`config.mk`:
```
export PLATFORM = sky130hd
export DESIGN_NAME = qr_function_module_classifier
export DESIGN_NICKNAME = d
export VERILOG_FILES = /design/src/hdl/qfc_pkg.sv /design/src/hdl/qfc_align_rom.sv /design/src/hdl/qfc_region_check.sv /design/src/hdl/qr_function_module_classifier.sv
export SDC_FILE = /design/constraint.sdc
export NUM_CORES = 2
export LEC_CHECK = 0
export BUFFER_PORTS_ARGS = -buffer_cell sky130_fd_sc_hd__buf_2
export CAP_MARGIN = 20
export CORE_MARGIN = 1.5
export CORE_UTILIZATION = 55
export DETAILED_ROUTE_END_ITERATION = 16
export GPL_TIMING_DRIVEN = 0
export PLACE_DENSITY_LB_ADDON = 0.1
export SLEW_MARGIN = 20
export SYNTH_ARGS = -nofsm -noshare
export SYNTH_HDL_FRONTEND = slang
export SYNTH_SLANG_ARGS = --single-unit
```
`constraint.sdc`:
```
create_clock -name clock -period 4.8 [get_ports clock]
set_input_delay 1.44 -clock clock [delete_from_list [all_inputs] [get_ports clock]]
set_output_delay 1.44 -clock clock [all_outputs]
set_load 0.02 [all_outputs]
```
`src/hdl/qfc_pkg.sv`:
```
// ----------------------------------------------------------------------------
// QR function-module classifier package
// Shared types, symbol-size limits and the alignment-centre table.
// ----------------------------------------------------------------------------
package qfc_pkg;

   localparam logic [7:0] SIZE_RESET = 8'd21;
   localparam logic [7:0] SIZE_MIN   = 8'd21;
   localparam logic [7:0] SIZE_MAX   = 8'd177;
   localparam logic [7:0] SIZE_BASE  = 8'd17;

   // Width of an alignment-position count; a version never has more than seven.
   localparam int CNT_W = 3;

   typedef struct packed {
      logic size_error;
      logic version_ge7;
   } size_info_type;

   typedef struct packed {
      logic reserved;
      logic size_error;
      logic outside;
   } result_type;

   // Alignment centre coordinates; row v-1 holds version v.
   localparam logic [7:0] ALIGN_TABLE [0:39][0:6] = '{
      '{8'd0,  8'd0,   8'd0,   8'd0,   8'd0,   8'd0,   8'd0  },
      '{8'd6,  8'd18,  8'd0,   8'd0,   8'd0,   8'd0,   8'd0  },
      '{8'd6,  8'd22,  8'd0,   8'd0,   8'd0,   8'd0,   8'd0  },
      '{8'd6,  8'd26,  8'd0,   8'd0,   8'd0,   8'd0,   8'd0  },
      '{8'd6,  8'd30,  8'd0,   8'd0,   8'd0,   8'd0,   8'd0  },
      '{8'd6,  8'd34,  8'd0,   8'd0,   8'd0,   8'd0,   8'd0  },
      '{8'd6,  8'd22,  8'd38,  8'd0,   8'd0,   8'd0,   8'd0  },
      '{8'd6,  8'd24,  8'd42,  8'd0,   8'd0,   8'd0,   8'd0  },
      '{8'd6,  8'd26,  8'd46,  8'd0,   8'd0,   8'd0,   8'd0  },
      '{8'd6,  8'd28,  8'd50,  8'd0,   8'd0,   8'd0,   8'd0  },
      '{8'd6,  8'd30,  8'd54,  8'd0,   8'd0,   8'd0,   8'd0  },
      '{8'd6,  8'd32,  8'd58,  8'd0,   8'd0,   8'd0,   8'd0  },
      '{8'd6,  8'd34,  8'd62,  8'd0,   8'd0,   8'd0,   8'd0  },
      '{8'd6,  8'd26,  8'd46,  8'd66,  8'd0,   8'd0,   8'd0  },
      '{8'd6,  8'd26,  8'd48,  8'd70,  8'd0,   8'd0,   8'd0  },
      '{8'd6,  8'd26,  8'd50,  8'd74,  8'd0,   8'd0,   8'd0  },
      '{8'd6,  8'd30,  8'd54,  8'd78,  8'd0,   8'd0,   8'd0  },
      '{8'd6,  8'd30,  8'd56,  8'd82,  8'd0,   8'd0,   8'd0  },
      '{8'd6,  8'd30,  8'd58,  8'd86,  8'd0,   8'd0,   8'd0  },
      '{8'd6,  8'd34,  8'd62,  8'd90,  8'd0,   8'd0,   8'd0  },
      '{8'd6,  8'd28,  8'd50,  8'd72,  8'd94,  8'd0,   8'd0  },
      '{8'd6,  8'd26,  8'd50,  8'd74,  8'd98,  8'd0,   8'd0  },
      '{8'd6,  8'd30,  8'd54,  8'd78,  8'd102, 8'd0,   8'd0  },
      '{8'd6,  8'd28,  8'd54,  8'd80,  8'd106, 8'd0,   8'd0  },
      '{8'd6,  8'd32,  8'd58,  8'd84,  8'd110, 8'd0,   8'd0  },
      '{8'd6,  8'd30,  8'd58,  8'd86,  8'd114, 8'd0,   8'd0  },
      '{8'd6,  8'd34,  8'd62,  8'd90,  8'd118, 8'd0,   8'd0  },
      '{8'd6,  8'd26,  8'd50,  8'd74,  8'd98,  8'd122, 8'd0  },
      '{8'd6,  8'd30,  8'd54,  8'd78,  8'd102, 8'd126, 8'd0  },
      '{8'd6,  8'd26,  8'd52,  8'd78,  8'd104, 8'd130, 8'd0  },
      '{8'd6,  8'd30,  8'd56,  8'd82,  8'd108, 8'd134, 8'd0  },
      '{8'd6,  8'd34,  8'd60,  8'd86,  8'd112, 8'd138, 8'd0  },
      '{8'd6,  8'd30,  8'd58,  8'd86,  8'd114, 8'd142, 8'd0  },
      '{8'd6,  8'd34,  8'd62,  8'd90,  8'd118, 8'd146, 8'd0  },
      '{8'd6,  8'd30,  8'd54,  8'd78,  8'd102, 8'd126, 8'd150},
      '{8'd6,  8'd24,  8'd50,  8'd76,  8'd106, 8'd128, 8'd154},
      '{8'd6,  8'd28,  8'd54,  8'd80,  8'd106, 8'd132, 8'd158},
      '{8'd6,  8'd32,  8'd58,  8'd84,  8'd110, 8'd136, 8'd162},
      '{8'd6,  8'd26,  8'd54,  8'd82,  8'd110, 8'd138, 8'd166},
      '{8'd6,  8'd30,  8'd58,  8'd86,  8'd114, 8'd142, 8'd170}
   };

   // Number of alignment positions for a version: none for version 1,
   // otherwise two plus one for every seven versions.
   function automatic logic [CNT_W-1:0] align_count(input int ver);
      logic [CNT_W-1:0] cnt;
      if (ver <= 1) begin
         cnt = CNT_W'(0);
      end else if (ver < 7) begin
         cnt = CNT_W'(2);
      end else if (ver < 14) begin
         cnt = CNT_W'(3);
      end else if (ver < 21) begin
         cnt = CNT_W'(4);
      end else if (ver < 28) begin
         cnt = CNT_W'(5);
      end else if (ver < 35) begin
         cnt = CNT_W'(6);
      end else begin
         cnt = CNT_W'(7);
      end
      return cnt;
   endfunction

endpackage

```
`src/hdl/qfc_align_rom.sv`:
```
// ----------------------------------------------------------------------------
// Alignment position memory
// Synchronous memory with one row per version: the alignment centres and
// their count. Loaded from the constant table by a sweep after reset.
// ----------------------------------------------------------------------------
module qfc_align_rom #(
   parameter int MAX_VERSION         = 40,
   parameter int MAX_ALIGN_POSITIONS = 7,
   parameter int ADDR_W              = 6
) (
   input  logic                                   clock,
   input  logic                                   reset,
   input  logic                                   rd_en,
   input  logic [ADDR_W-1:0]                      rd_addr,
   output logic [MAX_ALIGN_POSITIONS-1:0][7:0]    rd_pos,
   output logic [qfc_pkg::CNT_W-1:0]              rd_count,
   output logic                                   init_done
);
   import qfc_pkg::*;

   localparam int POS_W = MAX_ALIGN_POSITIONS * 8;
   localparam int ROW_W = POS_W + CNT_W;

   logic [ROW_W-1:0]  mem [MAX_VERSION];
   logic [ROW_W-1:0]  rd_data_ff;
   logic [ROW_W-1:0]  wr_row;
   logic [ADDR_W-1:0] init_ptr_ff;
   logic [ADDR_W-1:0] init_ptr_in;
   logic              init_done_ff;
   logic              init_done_in;
   logic [CNT_W-1:0]  full_count;

   // Row contents for the entry currently being loaded.
   always_comb begin
      full_count = align_count(int'(init_ptr_ff) + 1);
      for (int i = 0; i < MAX_ALIGN_POSITIONS; i++) begin
         wr_row[i*8 +: 8] = ALIGN_TABLE[init_ptr_ff][i];
      end
      if (full_count > CNT_W'(MAX_ALIGN_POSITIONS)) begin
         wr_row[POS_W +: CNT_W] = CNT_W'(MAX_ALIGN_POSITIONS);
      end else begin
         wr_row[POS_W +: CNT_W] = full_count;
      end
   end

   always_comb begin
      init_ptr_in  = init_ptr_ff;
      init_done_in = init_done_ff;
      if (!init_done_ff) begin
         if (init_ptr_ff == ADDR_W'(MAX_VERSION - 1)) begin
            init_done_in = 1'b1;
         end else begin
            init_ptr_in = init_ptr_ff + ADDR_W'(1);
         end
      end
   end

   always_ff @(posedge clock) begin
      if (reset) begin
         init_ptr_ff  <= '0;
         init_done_ff <= 1'b0;
      end else begin
         init_ptr_ff  <= init_ptr_in;
         init_done_ff <= init_done_in;
      end
   end

   always_ff @(posedge clock) begin
      if (!init_done_ff) begin
         mem[init_ptr_ff] <= wr_row;
      end
   end

   always_ff @(posedge clock) begin
      if (rd_en) begin
         rd_data_ff <= mem[rd_addr];
      end
   end

   always_comb begin
      for (int i = 0; i < MAX_ALIGN_POSITIONS; i++) begin
         rd_pos[i] = rd_data_ff[i*8 +: 8];
      end
   end

   assign rd_count  = rd_data_ff[POS_W +: CNT_W];
   assign init_done = init_done_ff;

endmodule

```
`src/hdl/qfc_region_check.sv`:
```
// ----------------------------------------------------------------------------
// Function-region compare stage
// Tests one coordinate against the finder corners, timing lines, version
// blocks and the alignment patterns read from the position memory.
// ----------------------------------------------------------------------------
module qfc_region_check #(
   parameter int MAX_ALIGN_POSITIONS = 7
) (
   input  logic [7:0]                             column,
   input  logic [7:0]                             row,
   input  logic [7:0]                             size,
   input  qfc_pkg::size_info_type                 info,
   input  logic [MAX_ALIGN_POSITIONS-1:0][7:0]    pos,
   input  logic [qfc_pkg::CNT_W-1:0]              count,
   output qfc_pkg::result_type                    result
);
   import qfc_pkg::*;

   logic [8:0] x9;
   logic [8:0] y9;
   logic [8:0] s9;
   logic [8:0] sm7;
   logic [8:0] sm8;
   logic [8:0] sm11;
   logic       outside;
   logic       corner_hit;
   logic       timing_hit;
   logic       version_hit;
   logic       align_hit;
   logic [MAX_ALIGN_POSITIONS-1:0] near_x;
   logic [MAX_ALIGN_POSITIONS-1:0] near_y;
   logic [MAX_ALIGN_POSITIONS-1:0] is6;
   logic [MAX_ALIGN_POSITIONS-1:0] is_far;
   logic [MAX_ALIGN_POSITIONS-1:0] in_list;

   // The size-relative bounds only matter for a legal size, which is at least
   // 21, so the subtractions never wrap where the result is used.
   assign x9   = {1'b0, column};
   assign y9   = {1'b0, row};
   assign s9   = {1'b0, size};
   assign sm7  = s9 - 9'd7;
   assign sm8  = s9 - 9'd8;
   assign sm11 = s9 - 9'd11;

   assign outside = (x9 >= s9) || (y9 >= s9);

   assign corner_hit = ((x9 < 9'd9) && (y9 < 9'd9))
                    || ((x9 < 9'd9) && (y9 >= sm8))
                    || ((x9 >= sm8) && (y9 < 9'd9));

   assign timing_hit = (x9 == 9'd6) || (y9 == 9'd6);

   assign version_hit = info.version_ge7
                     && (((x9 < 9'd6) && (y9 >= sm11) && (y9 < sm8))
                      || ((y9 < 9'd6) && (x9 >= sm11) && (x9 < sm8)));

   always_comb begin
      for (int i = 0; i < MAX_ALIGN_POSITIONS; i++) begin
         near_x[i]  = (x9 + 9'd2 >= {1'b0, pos[i]}) && (x9 <= {1'b0, pos[i]} + 9'd2);
         near_y[i]  = (y9 + 9'd2 >= {1'b0, pos[i]}) && (y9 <= {1'b0, pos[i]} + 9'd2);
         is6[i]     = (pos[i] == 8'd6);
         is_far[i]  = ({1'b0, pos[i]} == sm7);
         in_list[i] = (CNT_W'(i) < count);
      end
   end

   // Every pair of listed centres forms a pattern, except the three that
   // would sit on top of a finder.
   always_comb begin
      align_hit = 1'b0;
      for (int i = 0; i < MAX_ALIGN_POSITIONS; i++) begin
         for (int j = 0; j < MAX_ALIGN_POSITIONS; j++) begin
            if (in_list[i] && in_list[j] && near_x[i] && near_y[j]
                && !(is6[i] && is6[j]) && !(is6[i] && is_far[j])
                && !(is_far[i] && is6[j])) begin
               align_hit = 1'b1;
            end
         end
      end
   end

   always_comb begin
      result.size_error = info.size_error;
      result.outside    = outside;
      result.reserved   = !info.size_error && !outside
                        && (corner_hit || timing_hit || version_hit || align_hit);
   end

endmodule

```
`src/hdl/qr_function_module_classifier.sv`:
```
// An accepted request passes through the request register and then the response register.
// Throughput: one coordinate per cycle; the position memory is read alongside
// the request register whenever the pipeline moves, then the compare stage fills
// the response register. A stalled response holds the whole pipeline.
// Reset: the size register returns to 21 and the position memory is loaded
// one row per version, during which requests are stalled.
// ----------------------------------------------------------------------------
// QR function-module classifier
// Reports whether a module coordinate belongs to a function pattern of a QR
// symbol whose side length is held in a configuration register.
// ----------------------------------------------------------------------------
module qr_function_module_classifier #(
   parameter int MAX_VERSION         = 40,
   parameter int MAX_ALIGN_POSITIONS = 7
) (
   input  logic       clock,
   input  logic       reset,
   input  logic       csr_wr_en,
   input  logic [7:0] csr_wr_data,
   input  logic       req_valid,
   output logic       req_stall,
   input  logic [7:0] req_column,
   input  logic [7:0] req_row,
   output logic       rsp_valid,
   input  logic       rsp_stall,
   output logic       rsp_reserved,
   output logic       rsp_size_error,
   output logic       rsp_outside
);
   import qfc_pkg::*;

   localparam int ADDR_W = (MAX_VERSION > 1) ? $clog2(MAX_VERSION) : 1;

   logic [7:0]  size_ff;
   logic [7:0]  size_in;
   logic [7:0]  size_sub;
   logic [5:0]  version;
   logic        size_legal;
   logic [ADDR_W-1:0] rom_addr;
   size_info_type size_info;

   logic        pipe_en;
   logic        accept;
   logic        init_done;
   logic        s1_valid_ff;
   logic        s1_valid_in;
   logic [7:0]  s1_column_ff;
   logic [7:0]  s1_row_ff;
   logic        rsp_valid_ff;
   logic        rsp_valid_in;
   result_type  rsp_result_ff;
   result_type  check_result;

   logic [MAX_ALIGN_POSITIONS-1:0][7:0] rom_pos;
   logic [CNT_W-1:0]                    rom_count;

   // Size register and version decode.
   assign size_in  = csr_wr_en ? csr_wr_data : size_ff;
   assign size_sub = size_ff - SIZE_BASE;
   assign version  = size_sub[7:2];

   assign size_legal = (size_ff >= SIZE_MIN) && (size_ff <= SIZE_MAX)
                    && (size_ff[1:0] == 2'b01) && (int'(version) <= MAX_VERSION);

   assign size_info.size_error  = !size_legal;
   assign size_info.version_ge7 = (version >= 6'd7);

   assign rom_addr = size_legal ? ADDR_W'(version - 6'd1) : '0;

   always_ff @(posedge clock) begin
      if (reset) begin
         size_ff <= SIZE_RESET;
      end else begin
         size_ff <= size_in;
      end
   end

   // The pipeline moves as one unless a response is waiting and stalled.
   assign pipe_en   = !(rsp_valid_ff && rsp_stall);
   assign req_stall = !pipe_en || !init_done;
   assign accept    = req_valid && !req_stall;

   assign s1_valid_in  = pipe_en ? accept : s1_valid_ff;
   assign rsp_valid_in = pipe_en ? s1_valid_ff : rsp_valid_ff;

   always_ff @(posedge clock) begin
      if (reset) begin
         s1_valid_ff  <= 1'b0;
         rsp_valid_ff <= 1'b0;
      end else begin
         s1_valid_ff  <= s1_valid_in;
         rsp_valid_ff <= rsp_valid_in;
      end
   end

   always_ff @(posedge clock) begin
      if (pipe_en) begin
         s1_column_ff  <= req_column;
         s1_row_ff     <= req_row;
         rsp_result_ff <= check_result;
      end
   end

   qfc_align_rom #(
      .MAX_VERSION         (MAX_VERSION),
      .MAX_ALIGN_POSITIONS (MAX_ALIGN_POSITIONS),
      .ADDR_W              (ADDR_W)
   ) u_align_rom (
      .clock     (clock),
      .reset     (reset),
      .rd_en     (pipe_en),
      .rd_addr   (rom_addr),
      .rd_pos    (rom_pos),
      .rd_count  (rom_count),
      .init_done (init_done)
   );

   qfc_region_check #(
      .MAX_ALIGN_POSITIONS (MAX_ALIGN_POSITIONS)
   ) u_region_check (
      .column (s1_column_ff),
      .row    (s1_row_ff),
      .size   (size_ff),
      .info   (size_info),
      .pos    (rom_pos),
      .count  (rom_count),
      .result (check_result)
   );

   assign rsp_valid      = rsp_valid_ff;
   assign rsp_reserved   = rsp_result_ff.reserved;
   assign rsp_size_error = rsp_result_ff.size_error;
   assign rsp_outside    = rsp_result_ff.outside;

endmodule

```
---- Word level (Yosys, flattened, before mapping) ----
Memories as Yosys holds them, arrays and structs flattened. A register that Yosys moved wholly into a read port is not among the register bits.
Index checks and enable logic that the tools add are counted.
storage, ports and cells
  flip-flop bits (word level) ............. 36
  bits in writable memories ............... 2360
  ROM bits ................................ 3584
  bits of input ports ..................... 29
  output and inout bits ................... 5
  logic and storage cells ................. 627
  memories ................................ 2
cells by class
  $add $sub $neg .......................... 16
  $lt $le $gt $ge ......................... 59
  eq/ne operators ......................... 18
  multiplexer cells ....................... 62
  bitwise operators ....................... 3
  reductions and logical operators ........ 457
memory list
  name             depth  bits a word  rd ports  clocked after Yosys merged registers in  write ports  RTL line             RTL
  (no name shown)  64     56           1         0                                        0            qfc_align_rom.sv:37  wr_row[i*8 +: 8] = ALIGN_TABLE[init_ptr_ff][i];
  u_align_rom.mem  40     59           1         1                                        1            qfc_align_rom.sv:24  logic [ROW_W-1:0] mem [MAX_VERSION];
operators by type and width
  operator               number
  $logic_and A1 B1 Y1    365
  $ge A9 B8 Y1           14
  $le A8 B9 Y1           14
  $mux W56               2
  $logic_not A1 Y1       82
  $add A8 B2 Y9 const B  9
  $eq A8 B3 Y1 const B   9
  $lt A32 B6 Y1 const B  2
  $eq A8 B9 Y1           7
  $mux W1                53
  $ge A8 B9 Y1           4
  $le A32 B2 Y1 const B  1
  $lt A32 B4 Y1 const B  1
  $lt A32 B5 Y1 const B  1
  $lt A32 B7 Y1 const B  1
  $lt A8 B9 Y1           2
  $mux W3                6
  $sub A8 B4 Y9 const B  2
  $ge A8 B8 Y1           2
  $lt A8 B3 Y1 const B   2
  $lt A8 B4 Y1 const B   2
  $logic_or A1 B1 Y1     9
  $lt A3 B3 Y1 const A   3
  $sub A8 B3 Y9 const B  1
  18 further kinds       21

---- Logic depth before layout (Yosys ltp) ----
  depth after elaboration ................. 59
  depth in mapped cells ................... 23
  gate-level depth less buffers ........... 17

---- Cells and area by module ----
Synthesis repeated with hierarchy kept, for this count alone.
second synthesis, totals
  cell total of the unflattened synthesis .. 4432
  area, all modules ....................... 69215.1 µm²
by module, submodules not included
  module                         times used  cells each  area each (µm²)  sequential area each (µm²)
  qfc_align_rom                  1           3129        58726.3          44462.6
  qfc_region_check               1           1203        9265.1           0.0
  qr_function_module_classifier  1           100         1223.7           770.7

---- Worst setup path before layout ----
No wires, ideal clock.
  path kind ............................... flip-flop to flip-flop
  start point ............................. register size_ff[0]
  end point ............................... register u_align_rom.rd_data_ff[30] (read register of u_align_rom.mem), data pin
  setup time .............................. 275 ps
  data arrival time ....................... 4730 ps
  data required time ...................... 4525 ps
  slack ................................... -205 ps
  stages on the path, launching flop included .. 19
  path buffers ............................ 10
  clock period less this slack ............ 5005 ps
  cells stage by stage .................... dfxtp_1 > clkbuf_1 > inv_1 > ha_1 > xor2_1 > buf_2 > buf_2 > buf_1 > clkbuf_1 > clkbuf_1 > ha_1 > inv_1 > clkbuf_1 > clkbuf_1 > clkbuf_1 > clkbuf_1 > o22ai_1 > a31oi_1 > a211oi_1
between the ends
  cells in the longest elaborated chain, start to end .. 5
  elaborated cells on any way between the ends .. 10
  those cells by class .................... 2 x add/sub; 3 x order compare; 1 x eq/ne; 1 x mux; 3 x reduce/logical
ends and longest elaborated chain
  what                                                   RTL line                             RTL
  from (decl)                                            qr_function_module_classifier.sv:34  logic [7:0] size_ff;
  from (signal assigned)                                 qr_function_module_classifier.sv:74  size_ff <= size_in;
  branches (longest 4 deep; another with $sub A8 B5 Y8)  -
  $mux W6 *                                              qr_function_module_classifier.sv:68  assign rom_addr = size_legal ? ADDR_W'(version - 6'd1) : '0;
  to (decl)                                              qfc_align_rom.sv:25                  logic [ROW_W-1:0] rd_data_ff;
Every way passes the cells marked *.
A chain may end at the register's enable or synchronous reset.

---- Worst setup path after layout ----
  start point ............................. register size_ff[0]
  end point ............................... register u_align_rom.rd_data_ff[26] (read register of u_align_rom.mem), data pin
The elaborated chain is that of the path after synthesis.

==> impl_metrics.yaml <==
detailed_routing:
  wire_per_inst_um: 35.3
  vias_per_cell: 6.84
  drcViolationCount: 0
  ant_nets: 0
  totalWireLength_um: 253000
  drt_pass1_iterations: 8
  drt-initial-drc-count: 8455
  num_vias: 48928
worst_setup_path:
  worstPathMaxFanout: 10
  reg2reg_from: "size_ff[0]"
  required_ns: 5.32
  crit_path_start_kind: "flip-flop"
  end_kind: "flip-flop"
  cp_data_arrival_time_ns: 5.41
  critPathLaunch: "size_ff[0]"
  slowest_stage: "clkdlybuf4s15_1"
  rr_worst_depth: 14
  critPathKind: "flip-flop to flip-flop"
  crit_chain: "clkbuf_16 -> clkinvlp_4 -> ha_4 -> xor2_4 -> buf_12 -> inv_2 -> clkbuf_8 -> buf_4 -> clkdlybuf4s15_1 -> clkbuf_1 -> nand2_1 -> a311oi_4 -> o21ai_1 -> a311oi_4"
  cp_common_cell: "a311oi_4"
  slowest_delay_ns: 0.89
hold_path:
  min_path_cells: 2
  hold_path.class: "flip-flop to flip-flop"
  hold_path_startpoint: "s1_valid_ff"
clock_network:
  cts_tree: "yes"
  clk-insertion-delay-late_ns: 0.83
  cts_buffers: 152
  hold_buffers: 0
  cts.sinks: 1512
  cts-htree-levels: 4
  cts.path.max_buffers: 3
  path_clk_slew_ns: 0.06
  clk_root_buffer_cell: "clkbuf_16"
grt:
  antenna_found_initial: 8
  track_usage_pct: 39.8
  grtUsageMet1_pct: 52.7
  grt_pass1_wl_um: 348000
  grt-ovfl-total: 0
  grt_pass1_vias: 46540
  busiest_layer: "met2"
  grt_use_met2_pct: 58.5
  grt_max_degree: 48
  grt_use_met3_pct: 12.3
place:
  port_buffers: 33
  pre_cts_slack_ns: -4.59
  dp.cells: 6808
  gp_congestion: 0.997
  place_area_sq_um: 73200
  hpwl_um: 176000
sta:
  finalClockSkew_ns: 0.0673
  setup_violations: 9
  hold_slack_ns: 0.495
  hold_viol: 0
  rsz0062_at_grt: "true"
  worstMarginPinSlew_ns: 1.25
  fin_ws_ns: -0.0956
  max_freq_mhz: 204
  relSlewSlack_pct: 16.5
  maxSlewViolCount: 0
  finalCriticalPeriod_ns: 4.90
  layout_worst_path_cycle_share_pct: 102
  fin_setup_tns_ns: -0.283
power_and_ir_drop:
  leakage_nw: 28.7
  power_mw: 37.5
  power.density_nw_per_um2: 457
  ir_worst_vdd_mv: 0.422
floorplan:
  die_y_um: 354
  dieArea_sq_um: 126000
  start_util_pct: 55.6
  core_area_sq_um: 122000
  rows: 128
  die_x_um: 354
  io_pins: 34
synthesis:
  yosysMostFrequentCell: "edfxtp_1"
  avgSynthCellArea_sq_um: 13.5
  ys_ff_latch: 1512
  synth_fp_nets: 5297
  yosysWarnings: 0
  netlist_area_sq_um: 67900
  synth_edf_count: 1495
  synth_cell_types: 92
  synth_commonest_cells: "edfxtp_1 (1495), nand2_1 (824), nor2_1 (279)"
  synth.top_cell.area_share_pct: 66.1
  synth_async_sr_flop_share_pct: 0
  yosysSeqAreaShare_pct: 66.6
  yosysTopAreaCell: "edfxtp_1"
  synth_cells: 5043
  synth_area_leaders: "edfxtp_1 (66%), nand2_1 (4.6%), ha_1 (4.1%)"
  yosys_most_used_dff: "edfxtp_1"
status:
  violations: "negative setup slack"
  status: "finished, violations left"
flow_run:
  max-cap-violations: 0
layout:
  fillers: 8515
  stdcell_count: 7157
  multiInputGateArea_sq_um: 23900
  final_nets: 5666
  synthToLayoutAreaGrowth_pct: 20.7
  fin_area_sq_um: 82000
  layout-drive-gt1-share_pct: 20.8
  utilization_pct: 67.1
  seqCellArea_sq_um: 45200
## flip-flops by register name, indices dropped and copies added (netlist names)
name	count
u_align_rom.mem	1440
rsp_reserved	1
u_align_rom.rd_data_ff	36
s1_valid_ff	1
size_ff	8
rsp_valid	1
rsp_size_error	1
u_align_rom.init_ptr_ff	6
u_align_rom.init_done	1
s1_row_ff	8
rsp_outside	1
s1_column_ff	8
## what timing repair did
item | in CTS | in global routing
gates cloned | 2 | 1
setup endpoints to repair | 38 | 37
setup buffers | 58 | 22
pin swaps | 83 | 44
gates resized for setup | 660 | 195
## logic make-up (layout without fill, tap and decap cells)
kind of cell | after synthesis | count (layout) | synth area share, %
AND/OR/NAND/NOR | 1567 | 1567 | 10.1
flip-flops | 1512 | 1512 | 66.6
AO/OA/AOI/OAI | 1068 | 1068 | 10.6
buffers and inverters | 399 | 885 | 2.43
adder cells (fa/ha/maj) | 227 | 227 | 4.17
multiplexers | 178 | 178 | 4.69
XOR/XNOR | 92 | 92 | 1.39
other | 0 | 3 | 0
## where the power goes
part	switching (mW)	internal [mW]
Sequential	0.505	14.8
Combinational	6.92	3.69
Clock	5.27	6.30
## per-layer routing
metal	up-vias	share of wire, %
met5	-	0.018
met4	6	6.9
met3	840	13
met2	3778	43
met1	24132	36
li1	20172	-
## area by class of cell
class	count	area share (%)
multi-input combinational	3132	29.1
tap	1625	2.48
sequential	1512	55.2
timing repair buffer	223	4.03
inverter	89	0.436
clock buffer	187	4.82
clock inverter	84	0.949
antenna	3	0.00915
buffer	302	2.98
## path summary, 6_finish.rpt
check	slack (ns)	end
max reg2reg	-0.1	u_align_rom.rd_data_ff[26]
min	0.49	s1_valid_ff
min reg2reg	0.49	s1_valid_ff
max	-0.1	u_align_rom.rd_data_ff[26]
## critical path, delay by kind of cell, from the launching register on
kind | cells | cell delay, ns
buffers and inverters | 8 | 2.49
AO/OA/AOI/OAI | 3 | 1.07
flip-flops | 1 | 0.37
AND/OR/NAND/NOR | 1 | 0.26
XOR/XNOR | 1 | 0.20
adder cells (fa/ha/maj) | 1 | 0.19
## placed cells by master, fill, tap and decap left out, types with 19 or more instances in the layout
cell,instances
xnor2_1,62
edfxtp_1,1495
nand2b_1,32
clkbuf_16,158
buf_8,24
nand3_1,129
nand4_1,23
clkinv_2,25
clkbuf_4,33
a21oi_1,251
o22ai_1,36
mux2_2,30
buf_2,62
clkbuf_2,38
clkbuf_1,113
and2_1,19
clkbuf_8,20
buf_6,37
buf_12,76
o211ai_1,26
o21ai_0,138
nor3_1,72
a31oi_1,53
nor2b_1,22
buf_16,43
clkinv_1,34
nor2_1,219
a221oi_1,52
a211oi_1,35
a211oi_4,30
buf_4,95
a22oi_1,49
inv_1,81
mux2i_1,39
and3_1,76
nand2_1,812
nor2_4,47
ha_1,221
mux4_2,109
a311oi_2,22
(Power assumes the default switching activity.)
